### src/hw/rtl/srs_pkg.sv
// Shared types and constants for the sequence-numbered ring store.
`default_nettype none

package srs_pkg;

    localparam int SLOTS    = 16;
    localparam int DATA_W   = 32;
    localparam int TAG_W    = 32;
    localparam int IO_W     = 32;
    localparam int OIDX_W   = 4;
    localparam int CFG_W    = 5;
    localparam int IDX_W    = $clog2(SLOTS);
    localparam int CNT_W    = $clog2(SLOTS + 1);
    localparam int NCMP_W   = (CNT_W > CFG_W) ? CNT_W : CFG_W;
    localparam int IDXX_W   = (IDX_W > OIDX_W) ? IDX_W : OIDX_W;
    localparam int DATAX_W  = (DATA_W > IO_W) ? DATA_W : IO_W;

    localparam logic [TAG_W-1:0] ERASED_TAG  = '1;
    localparam logic [CFG_W-1:0] SLOTS_RESET = CFG_W'(16);

    typedef enum logic {
        OP_PUT = 1'b0,
        OP_GET = 1'b1
    } op_t;

    // Running scan result handed from cell to cell
    typedef struct packed {
        logic             valid;
        op_t              op;
        logic [TAG_W-1:0] best;
        logic [IDX_W-1:0] at;
        logic             found;
    } scan_rec_t;

    // Tag write broadcast to all cells
    typedef struct packed {
        logic             en;
        logic [IDX_W-1:0] idx;
        logic [TAG_W-1:0] tag;
    } tag_wr_t;

endpackage

`default_nettype wire

### src/hw/rtl/srs_cell.sv
// One ring slot tag plus one step of the newest/oldest scan.
`default_nettype none

module srs_cell
    import srs_pkg::*;
(
    input  wire logic             aclk,
    input  wire logic             aresetn,
    input  wire logic [IDX_W-1:0] my_idx,
    input  wire logic [CNT_W-1:0] n_eff,
    input  wire scan_rec_t        rec_i,
    output scan_rec_t             rec_o,
    input  wire tag_wr_t          wr
);

    logic [TAG_W-1:0] tag_reg;
    scan_rec_t        rec_reg;
    scan_rec_t        rec_next;
    logic             in_use;
    logic             better;
    logic             hit;

    assign in_use = CNT_W'(my_idx) < n_eff;
    // ties go to the later slot on both scans
    assign better = (rec_i.op == OP_GET) ? (tag_reg <= rec_i.best) : (tag_reg >= rec_i.best);
    assign hit    = rec_i.valid && in_use && (tag_reg != ERASED_TAG) && better;

    always_comb begin
        rec_next = rec_i;
        if (hit) begin
            rec_next.best  = tag_reg;
            rec_next.at    = my_idx;
            rec_next.found = 1'b1;
        end
    end

    always_ff @(posedge aclk) begin
        if (!aresetn) begin
            rec_reg.valid <= 1'b0;
        end else begin
            rec_reg <= rec_next;
        end
    end

    always_ff @(posedge aclk) begin
        if (!aresetn) begin
            tag_reg <= ERASED_TAG;
        end else if (wr.en && (wr.idx == my_idx)) begin
            tag_reg <= wr.tag;
        end
    end

    assign rec_o = rec_reg;

endmodule

`default_nettype wire

### src/hw/rtl/srs_chain.sv
// Row of slot cells; the scan record moves one cell per clock.
`default_nettype none

module srs_chain
    import srs_pkg::*;
(
    input  wire logic             aclk,
    input  wire logic             aresetn,
    input  wire logic [CNT_W-1:0] n_eff,
    input  wire scan_rec_t        rec_i,
    output scan_rec_t             rec_o,
    input  wire tag_wr_t          wr
);

    scan_rec_t link [SLOTS+1];

    assign link[0] = rec_i;

    for (genvar i = 0; i < SLOTS; i++) begin : g_cell
        srs_cell u_cell (
            .aclk    (aclk),
            .aresetn (aresetn),
            .my_idx  (IDX_W'(i)),
            .n_eff   (n_eff),
            .rec_i   (link[i]),
            .rec_o   (link[i+1]),
            .wr      (wr)
        );
    end

    assign rec_o = link[SLOTS];

endmodule

`default_nettype wire

### src/hw/rtl/sequence_numbered_ring_store.sv
// Top level: control, slot data memory and result register around the cell row.
//
//   channel   ports                                         direction
//   input     s_valid s_ready s_mode s_data_in               in
//   result    m_valid m_ready m_data_out m_slot_index m_tag  out
//             m_was_empty
//   config    cfg_valid cfg_ready cfg_slots_in_use           in
//
// Each transaction passes from accept through the launch register, the row of cell registers,
// the EMIT state and the output register to result valid; the scan record walks the row of cells one slot per cycle.
// s_ready is high only in idle, so a new transaction is not accepted until the last one is back in idle;
// cfg_ready is always high.
// Reset erases all slot tags and sets slots_in_use to 16; slot data is not cleared.
// A stalled result holds in the output register; the next transaction scans, then
// waits with its result and holds s_ready low until the output register frees.
`default_nettype none

module sequence_numbered_ring_store
    import srs_pkg::*;
(
    input  wire logic              aclk,
    input  wire logic              aresetn,

    input  wire logic              s_valid,
    output logic                   s_ready,
    input  wire logic              s_mode,
    input  wire logic [IO_W-1:0]   s_data_in,

    output logic                   m_valid,
    input  wire logic              m_ready,
    output logic [IO_W-1:0]        m_data_out,
    output logic [OIDX_W-1:0]      m_slot_index,
    output logic [TAG_W-1:0]       m_tag,
    output logic                   m_was_empty,

    input  wire logic              cfg_valid,
    output logic                   cfg_ready,
    input  wire logic [CFG_W-1:0]  cfg_slots_in_use
);

    typedef enum logic [2:0] {
        ST_IDLE = 3'b001,
        ST_SCAN = 3'b010,
        ST_EMIT = 3'b100
    } state_t;

    state_t            state_reg, state_next;
    logic [CFG_W-1:0]  slots_in_use_reg;
    logic [DATA_W-1:0] din_reg;
    scan_rec_t         launch_reg;
    scan_rec_t         chain_out;
    tag_wr_t           wr;

    logic [IDX_W-1:0]  res_idx_reg, res_idx_next;
    logic [TAG_W-1:0]  res_tag_reg, res_tag_next;
    logic              res_empty_reg, res_empty_next;
    logic              res_rd_reg, res_rd_next;

    logic [DATA_W-1:0] mem [SLOTS];
    logic [DATA_W-1:0] mem_q_reg;
    logic              mem_we;
    logic [IDX_W-1:0]  mem_waddr;

    logic              m_valid_reg, m_valid_next;
    logic [IO_W-1:0]   m_data_out_reg;
    logic [OIDX_W-1:0] m_slot_index_reg;
    logic [TAG_W-1:0]  m_tag_reg;
    logic              m_was_empty_reg;

    logic [NCMP_W-1:0] cfg_ext;
    logic [CNT_W-1:0]  n_eff;
    logic              s_accept;
    logic              load_out;
    logic [IDX_W-1:0]  put_idx;
    logic [TAG_W-1:0]  put_tag;

    // slot count clamped to 1 .. SLOTS
    assign cfg_ext = NCMP_W'(slots_in_use_reg);
    always_comb begin
        if (cfg_ext == '0) begin
            n_eff = CNT_W'(1);
        end else if (cfg_ext > NCMP_W'(SLOTS)) begin
            n_eff = CNT_W'(SLOTS);
        end else begin
            n_eff = CNT_W'(cfg_ext);
        end
    end

    assign cfg_ready = 1'b1;
    assign s_ready   = (state_reg == ST_IDLE);
    assign s_accept  = s_valid && s_ready;
    assign load_out  = (state_reg == ST_EMIT) && (!m_valid_reg || m_ready);

    always_ff @(posedge aclk) begin
        if (!aresetn) begin
            slots_in_use_reg <= SLOTS_RESET;
        end else if (cfg_valid && cfg_ready) begin
            slots_in_use_reg <= cfg_slots_in_use;
        end
    end

    srs_chain u_chain (
        .aclk    (aclk),
        .aresetn (aresetn),
        .n_eff   (n_eff),
        .rec_i   (launch_reg),
        .rec_o   (chain_out),
        .wr      (wr)
    );

    // put target: slot after the newest, wrapping at the slot count
    assign put_idx = (CNT_W'(chain_out.at) + CNT_W'(1) == n_eff) ? '0
                   : chain_out.at + IDX_W'(1);
    assign put_tag = chain_out.found ? chain_out.best + TAG_W'(1) : '0;

    always_comb begin
        state_next     = state_reg;
        res_idx_next   = res_idx_reg;
        res_tag_next   = res_tag_reg;
        res_empty_next = res_empty_reg;
        res_rd_next    = res_rd_reg;
        wr             = '0;
        mem_we         = 1'b0;
        mem_waddr      = put_idx;
        m_valid_next   = m_valid_reg && !m_ready;

        case (state_reg)
            ST_IDLE: begin
                if (s_accept) begin
                    state_next = ST_SCAN;
                end
            end
            ST_SCAN: begin
                if (chain_out.valid) begin
                    state_next = ST_EMIT;
                    if (chain_out.op == OP_PUT) begin
                        wr.en          = 1'b1;
                        wr.idx         = put_idx;
                        wr.tag         = put_tag;
                        mem_we         = 1'b1;
                        res_idx_next   = put_idx;
                        res_tag_next   = put_tag;
                        res_empty_next = 1'b0;
                        res_rd_next    = 1'b0;
                    end else if (chain_out.found) begin
                        wr.en          = 1'b1;
                        wr.idx         = chain_out.at;
                        wr.tag         = ERASED_TAG;
                        res_idx_next   = chain_out.at;
                        res_tag_next   = chain_out.best;
                        res_empty_next = 1'b0;
                        res_rd_next    = 1'b1;
                    end else begin
                        res_idx_next   = '0;
                        res_tag_next   = '0;
                        res_empty_next = 1'b1;
                        res_rd_next    = 1'b0;
                    end
                end
            end
            ST_EMIT: begin
                if (load_out) begin
                    state_next   = ST_IDLE;
                    m_valid_next = 1'b1;
                end
            end
            default: begin
                state_next = ST_IDLE;
            end
        endcase
    end

    always_ff @(posedge aclk) begin
        if (!aresetn) begin
            state_reg        <= ST_IDLE;
            launch_reg.valid <= 1'b0;
            m_valid_reg      <= 1'b0;
        end else begin
            state_reg        <= state_next;
            launch_reg.valid <= s_accept;
            m_valid_reg      <= m_valid_next;
            if (s_accept) begin
                launch_reg.op    <= op_t'(s_mode);
                launch_reg.best  <= (op_t'(s_mode) == OP_GET) ? ERASED_TAG : '0;
                launch_reg.at    <= '0;
                launch_reg.found <= 1'b0;
            end
        end
    end

    always_ff @(posedge aclk) begin
        if (s_accept) begin
            din_reg <= DATA_W'(s_data_in);
        end
        res_idx_reg   <= res_idx_next;
        res_tag_reg   <= res_tag_next;
        res_empty_reg <= res_empty_next;
        res_rd_reg    <= res_rd_next;
    end

    // slot data memory: one write port, one registered read port held until emitted
    always_ff @(posedge aclk) begin
        if (mem_we) begin
            mem[mem_waddr] <= din_reg;
        end
        if ((state_reg == ST_SCAN) && chain_out.valid) begin
            mem_q_reg <= mem[chain_out.at];
        end
    end

    always_ff @(posedge aclk) begin
        if (load_out) begin
            m_data_out_reg   <= res_rd_reg ? IO_W'(DATAX_W'(mem_q_reg)) : '0;
            m_slot_index_reg <= OIDX_W'(IDXX_W'(res_idx_reg));
            m_tag_reg        <= res_tag_reg;
            m_was_empty_reg  <= res_empty_reg;
        end
    end

    assign m_valid      = m_valid_reg;
    assign m_data_out   = m_data_out_reg;
    assign m_slot_index = m_slot_index_reg;
    assign m_tag        = m_tag_reg;
    assign m_was_empty  = m_was_empty_reg;

endmodule

`default_nettype wire
### config.mk
export PLATFORM = sky130hd
export DESIGN_NAME = sequence_numbered_ring_store
export DESIGN_NICKNAME = d
export VERILOG_FILES = /design/src/hw/rtl/srs_pkg.sv /design/src/hw/rtl/srs_cell.sv /design/src/hw/rtl/srs_chain.sv /design/src/hw/rtl/sequence_numbered_ring_store.sv
export SDC_FILE = /design/constraint.sdc
export NUM_CORES = 2
export LEC_CHECK = 0
export ABC_AREA = 1
export BUFFER_PORTS_ARGS = -buffer_cell sky130_fd_sc_hd__buf_2
export CORE_ASPECT_RATIO = 1.75
export CORE_MARGIN = 1.5
export CORE_UTILIZATION = 40
export DETAILED_ROUTE_END_ITERATION = 10
export SYNTH_ARGS = -nofsm -noshare
export SYNTH_HDL_FRONTEND = slang
export SYNTH_SLANG_ARGS = --single-unit
### constraint.sdc
create_clock -name aclk -period 4.35 [get_ports aclk]
set_clock_uncertainty 0.1 [all_clocks]
set_input_delay 0.435 -clock aclk [delete_from_list [all_inputs] [get_ports aclk]]
set_output_delay 0.435 -clock aclk [all_outputs]
set_load 0.02 [all_outputs]
==> results.md <==
* Largest net degree at the start of global routing at 165
* First-pass GRT wire length at 401700 µm
* Final period util at 80.44%
* Max-cap violation count at 0
* Post-Syn Area at 0.08603 mm²
* Worst rel slew slack at 15.74%
* Max FFs per register at 609
* Initial antenna violation count at 6
* Total CTS buffers at 174
* Post-Synthesis Cells at 9236
* Pins Over Slew Limit at 0
* Area grow syn2layout at 12.27%
* Clock Tree Root: clkbuf_16
* Clk Latency, worst-skew pair at 0.86 ns
* Placed insts at 11900
* Vias in the first global route at 66370
* Die X at 353.6 µm
* 1st-iter DRT viols at 5409
* Layout Cells excl Fill at 12250
* Syn_nets at 9793
* Critical Path Start Type: flip-flop
* Reg clk slew, reported paths at 0.07 ns
* Drt total wl at 267900 µm
* Worst-path fanout max at 41
* Ys flop type: edfxtp_1
* Die ar. at 0.2180 mm²
* Dpl hpwl at 180000 µm
* CP Class: reg2reg
* DP Worst Slack at 0.8941 ns
* Reg power frac at 52.1%
* CTS resizes at 0
* Post-synth EDFFs at 1277
* Total net switching power at 8.508 mW
* Seq cells post-synth at 1815
* Status: complete, no violations
* Post-DRT Antenna Nets at 0
* Post-synthesis adder-cell area fraction at 7.476%
* Commonest non-fill, non-tap cell in the layout: nand2_1
* Vias per cell at 5.525
* Wirelength per Cell at 21.87 µm
* Routed via count at 67680
* Clock power frac at 42.3%
* Ys async rst share at 0%
* Minimum clock period at 3.499 ns
* Final setup fails at 0
* P_leak at 41.96 nW
* Total GRT Usage at 24.00%
* Fin. Hold Viols at 0
* TNS Setup at 0 ns
* CP endpoint kind: flip-flop
* Pre-antenna DRT Iters at 6
* Hold path depth at 2
* Synth Area per Inst at 9.315 µm²
* # fillers at 20030
* Largest family of logic cells by synthesized area: simple AND/OR/NAND/NOR gates
* IO Port Bufs at 113
* Most frequent cells in the layout: nand2_1 (2379), nand3_1 (1689), edfxtp_1 (1277)
* Row cnt at 225
* Core area at 0.2142 mm²
* IO Count at 115
* Synth Area in Simple Gates at 23.81%
* Achievable Freq at 285.8 MHz
* H-tree depth at 4
* Sw Share at 23.05%
* Remaining DRCs at 0
* Sequential area share after synthesis at 57.09%
* Max clock buf depth at 4
* Die height at 616.5 µm
* R2r worst-path depth at 10
* Xor and xnor fraction of the mapped netlist area at 0%
* Starting density of the core at 40.16%
* Share of layout cells above drive strength 1 at 7.173%
* Combinational Power Share at 5.6%
* Final Util at 45.08%
* Mux share of post-synthesis cell area at 0%
* CP Data Required Time at 4.76 ns
* PnR worst setup slack at 0.8510 ns
* RSZ-0062 raised after global routing: no
* Synth Area in Compound Gates at 5.749%
* Count of nets after finishing at 9834
* Worst EP arrival at 3.91 ns
* CTS tree: yes
* Worst-Margin Slew at 1.264 ns
* PwrDens at 382.1 mW/mm²
* Max VDD drop at 0.4056 mV
* Pwr Total at 36.91 mW
* CTS Sinks at 1815
* Setup Fix Bufs, Post-CTS at 0
* Synth warn at 0
* Unique masters post-synth at 38
* Hold WC Path Type: in2reg
* Internal cell power at 28.40 mW
* Global route overflow at 0
* Gpl congestion at 0.9014
stage by stage:
step	hold WS [ns]	instance area (µm²)
2_1_floorplan	0.3003	86030
3_3_place_gp	0.3050	90470
3_5_place_dp	0.3045	90470
4_1_cts	0.1199	96580
5_1_grt	0.1598	96590
6_report	0.1815	96590
layout make-up:
type	count	area, µm²	share of cell area [%]
antenna	3	7.507	0.007772
tap	2837	3550	3.675
timing repair buffer	379	2940	3.044
sequential	1815	49120	50.85
clock inverter	87	980.9	1.016
inverter	792	2979	3.084
multi-input combinational	6115	32300	33.45
clock buffer	222	4708	4.875
cells by family after synthesis:
kind of cell               count (synthesis)
and+or+nand+nor                         4693
DFF                                     1815
buffers and inverters                   1306
AOI/OAI and AO/OA                        907
adders and majority gates                514
other                                      1
synth_stat cells (all sizes together) (3+ instances only):
library cell / count / area (µm²)
a21boi: 12 / 90.09
dfxtp: 538 / 10770
o21a: 18 / 135.1
o221ai: 26 / 227.7
nor3: 44 / 225.2
clkinv: 3 / 11.26
clkbuf: 387 / 1453
nor4: 46 / 287.8
nand3: 1690 / 8463
ha: 514 / 6431
o21bai: 8 / 60.06
a221oi: 38 / 332.8
a21oi: 390 / 1952
edfxtp: 1277 / 38350
o211ai: 6 / 45.04
nand4: 206 / 1295
inv: 789 / 2962
o21ai: 366 / 1832
nand2: 2385 / 8957
nor2: 319 / 1230
o22ai: 40 / 250.2
buf: 127 / 624.3
repair_timing:
item | 4_1_cts | 5_1_grt
endpoints found under the hold margin | 49 | 0
hold buffers | 42 | 0
setup endpoints to repair | 0 | 0
power by group through the flow:
| stage | registers (mW) | logic (mW) | clock network (mW) |
|---|---|---|---|
| 2_1_floorplan | 19.4 | 1.29 | 0 |
| 3_3_place_gp | 19.6 | 1.96 | 0 |
| 3_5_place_dp | 19.6 | 2.02 | 0 |
| 4_1_cts | 19.2 | 2.07 | 15.9 |
| 5_1_grt | 19.3 | 2.33 | 16.4 |
| 6_report | 19.2 | 2.07 | 15.6 |
layer usage:
metal / wire length (µm) / share of wire (%) / up-vias / GRT usage, %
met5: 28 / 0.010 / - / 0
met4: 20760 / 7.7 / 6 / 16.60
met3: 12630 / 4.7 / 670 / 2.657
met2: 138700 / 52 / 2164 / 44.12
met1: 95810 / 36 / 32930 / 25.52
li1: - / - / 31920 / -
worst paths after layout:
kind	to	slack, ns	startpoint
worst min register to register	u_chain.g_cell[4].u_cell.rec_o[38]	0.30	u_chain.g_cell[3].u_cell.rec_o[38]
worst max-delay path	mem[0][22]	0.85	u_chain.g_cell[15].u_cell.rec_o[1]
worst min-delay path	din_reg[5]	0.18	s_data_in[5]
worst max register to register	mem[0][22]	0.85	u_chain.g_cell[15].u_cell.rec_o[1]
critical path, cell delays in order (launching register included):
cell,delay (ns)
edfxtp_1,0.48
buf_4,0.43
nand3_1,0.16
nand2_1,0.11
nand3_1,0.07
nand2_1,0.08
nand4_2,0.20
nand2_1,0.19
nand3_1,0.43
nor2_4,0.60
buf_12,0.27
No activity file was read; power rests on OpenSTA's default activity.
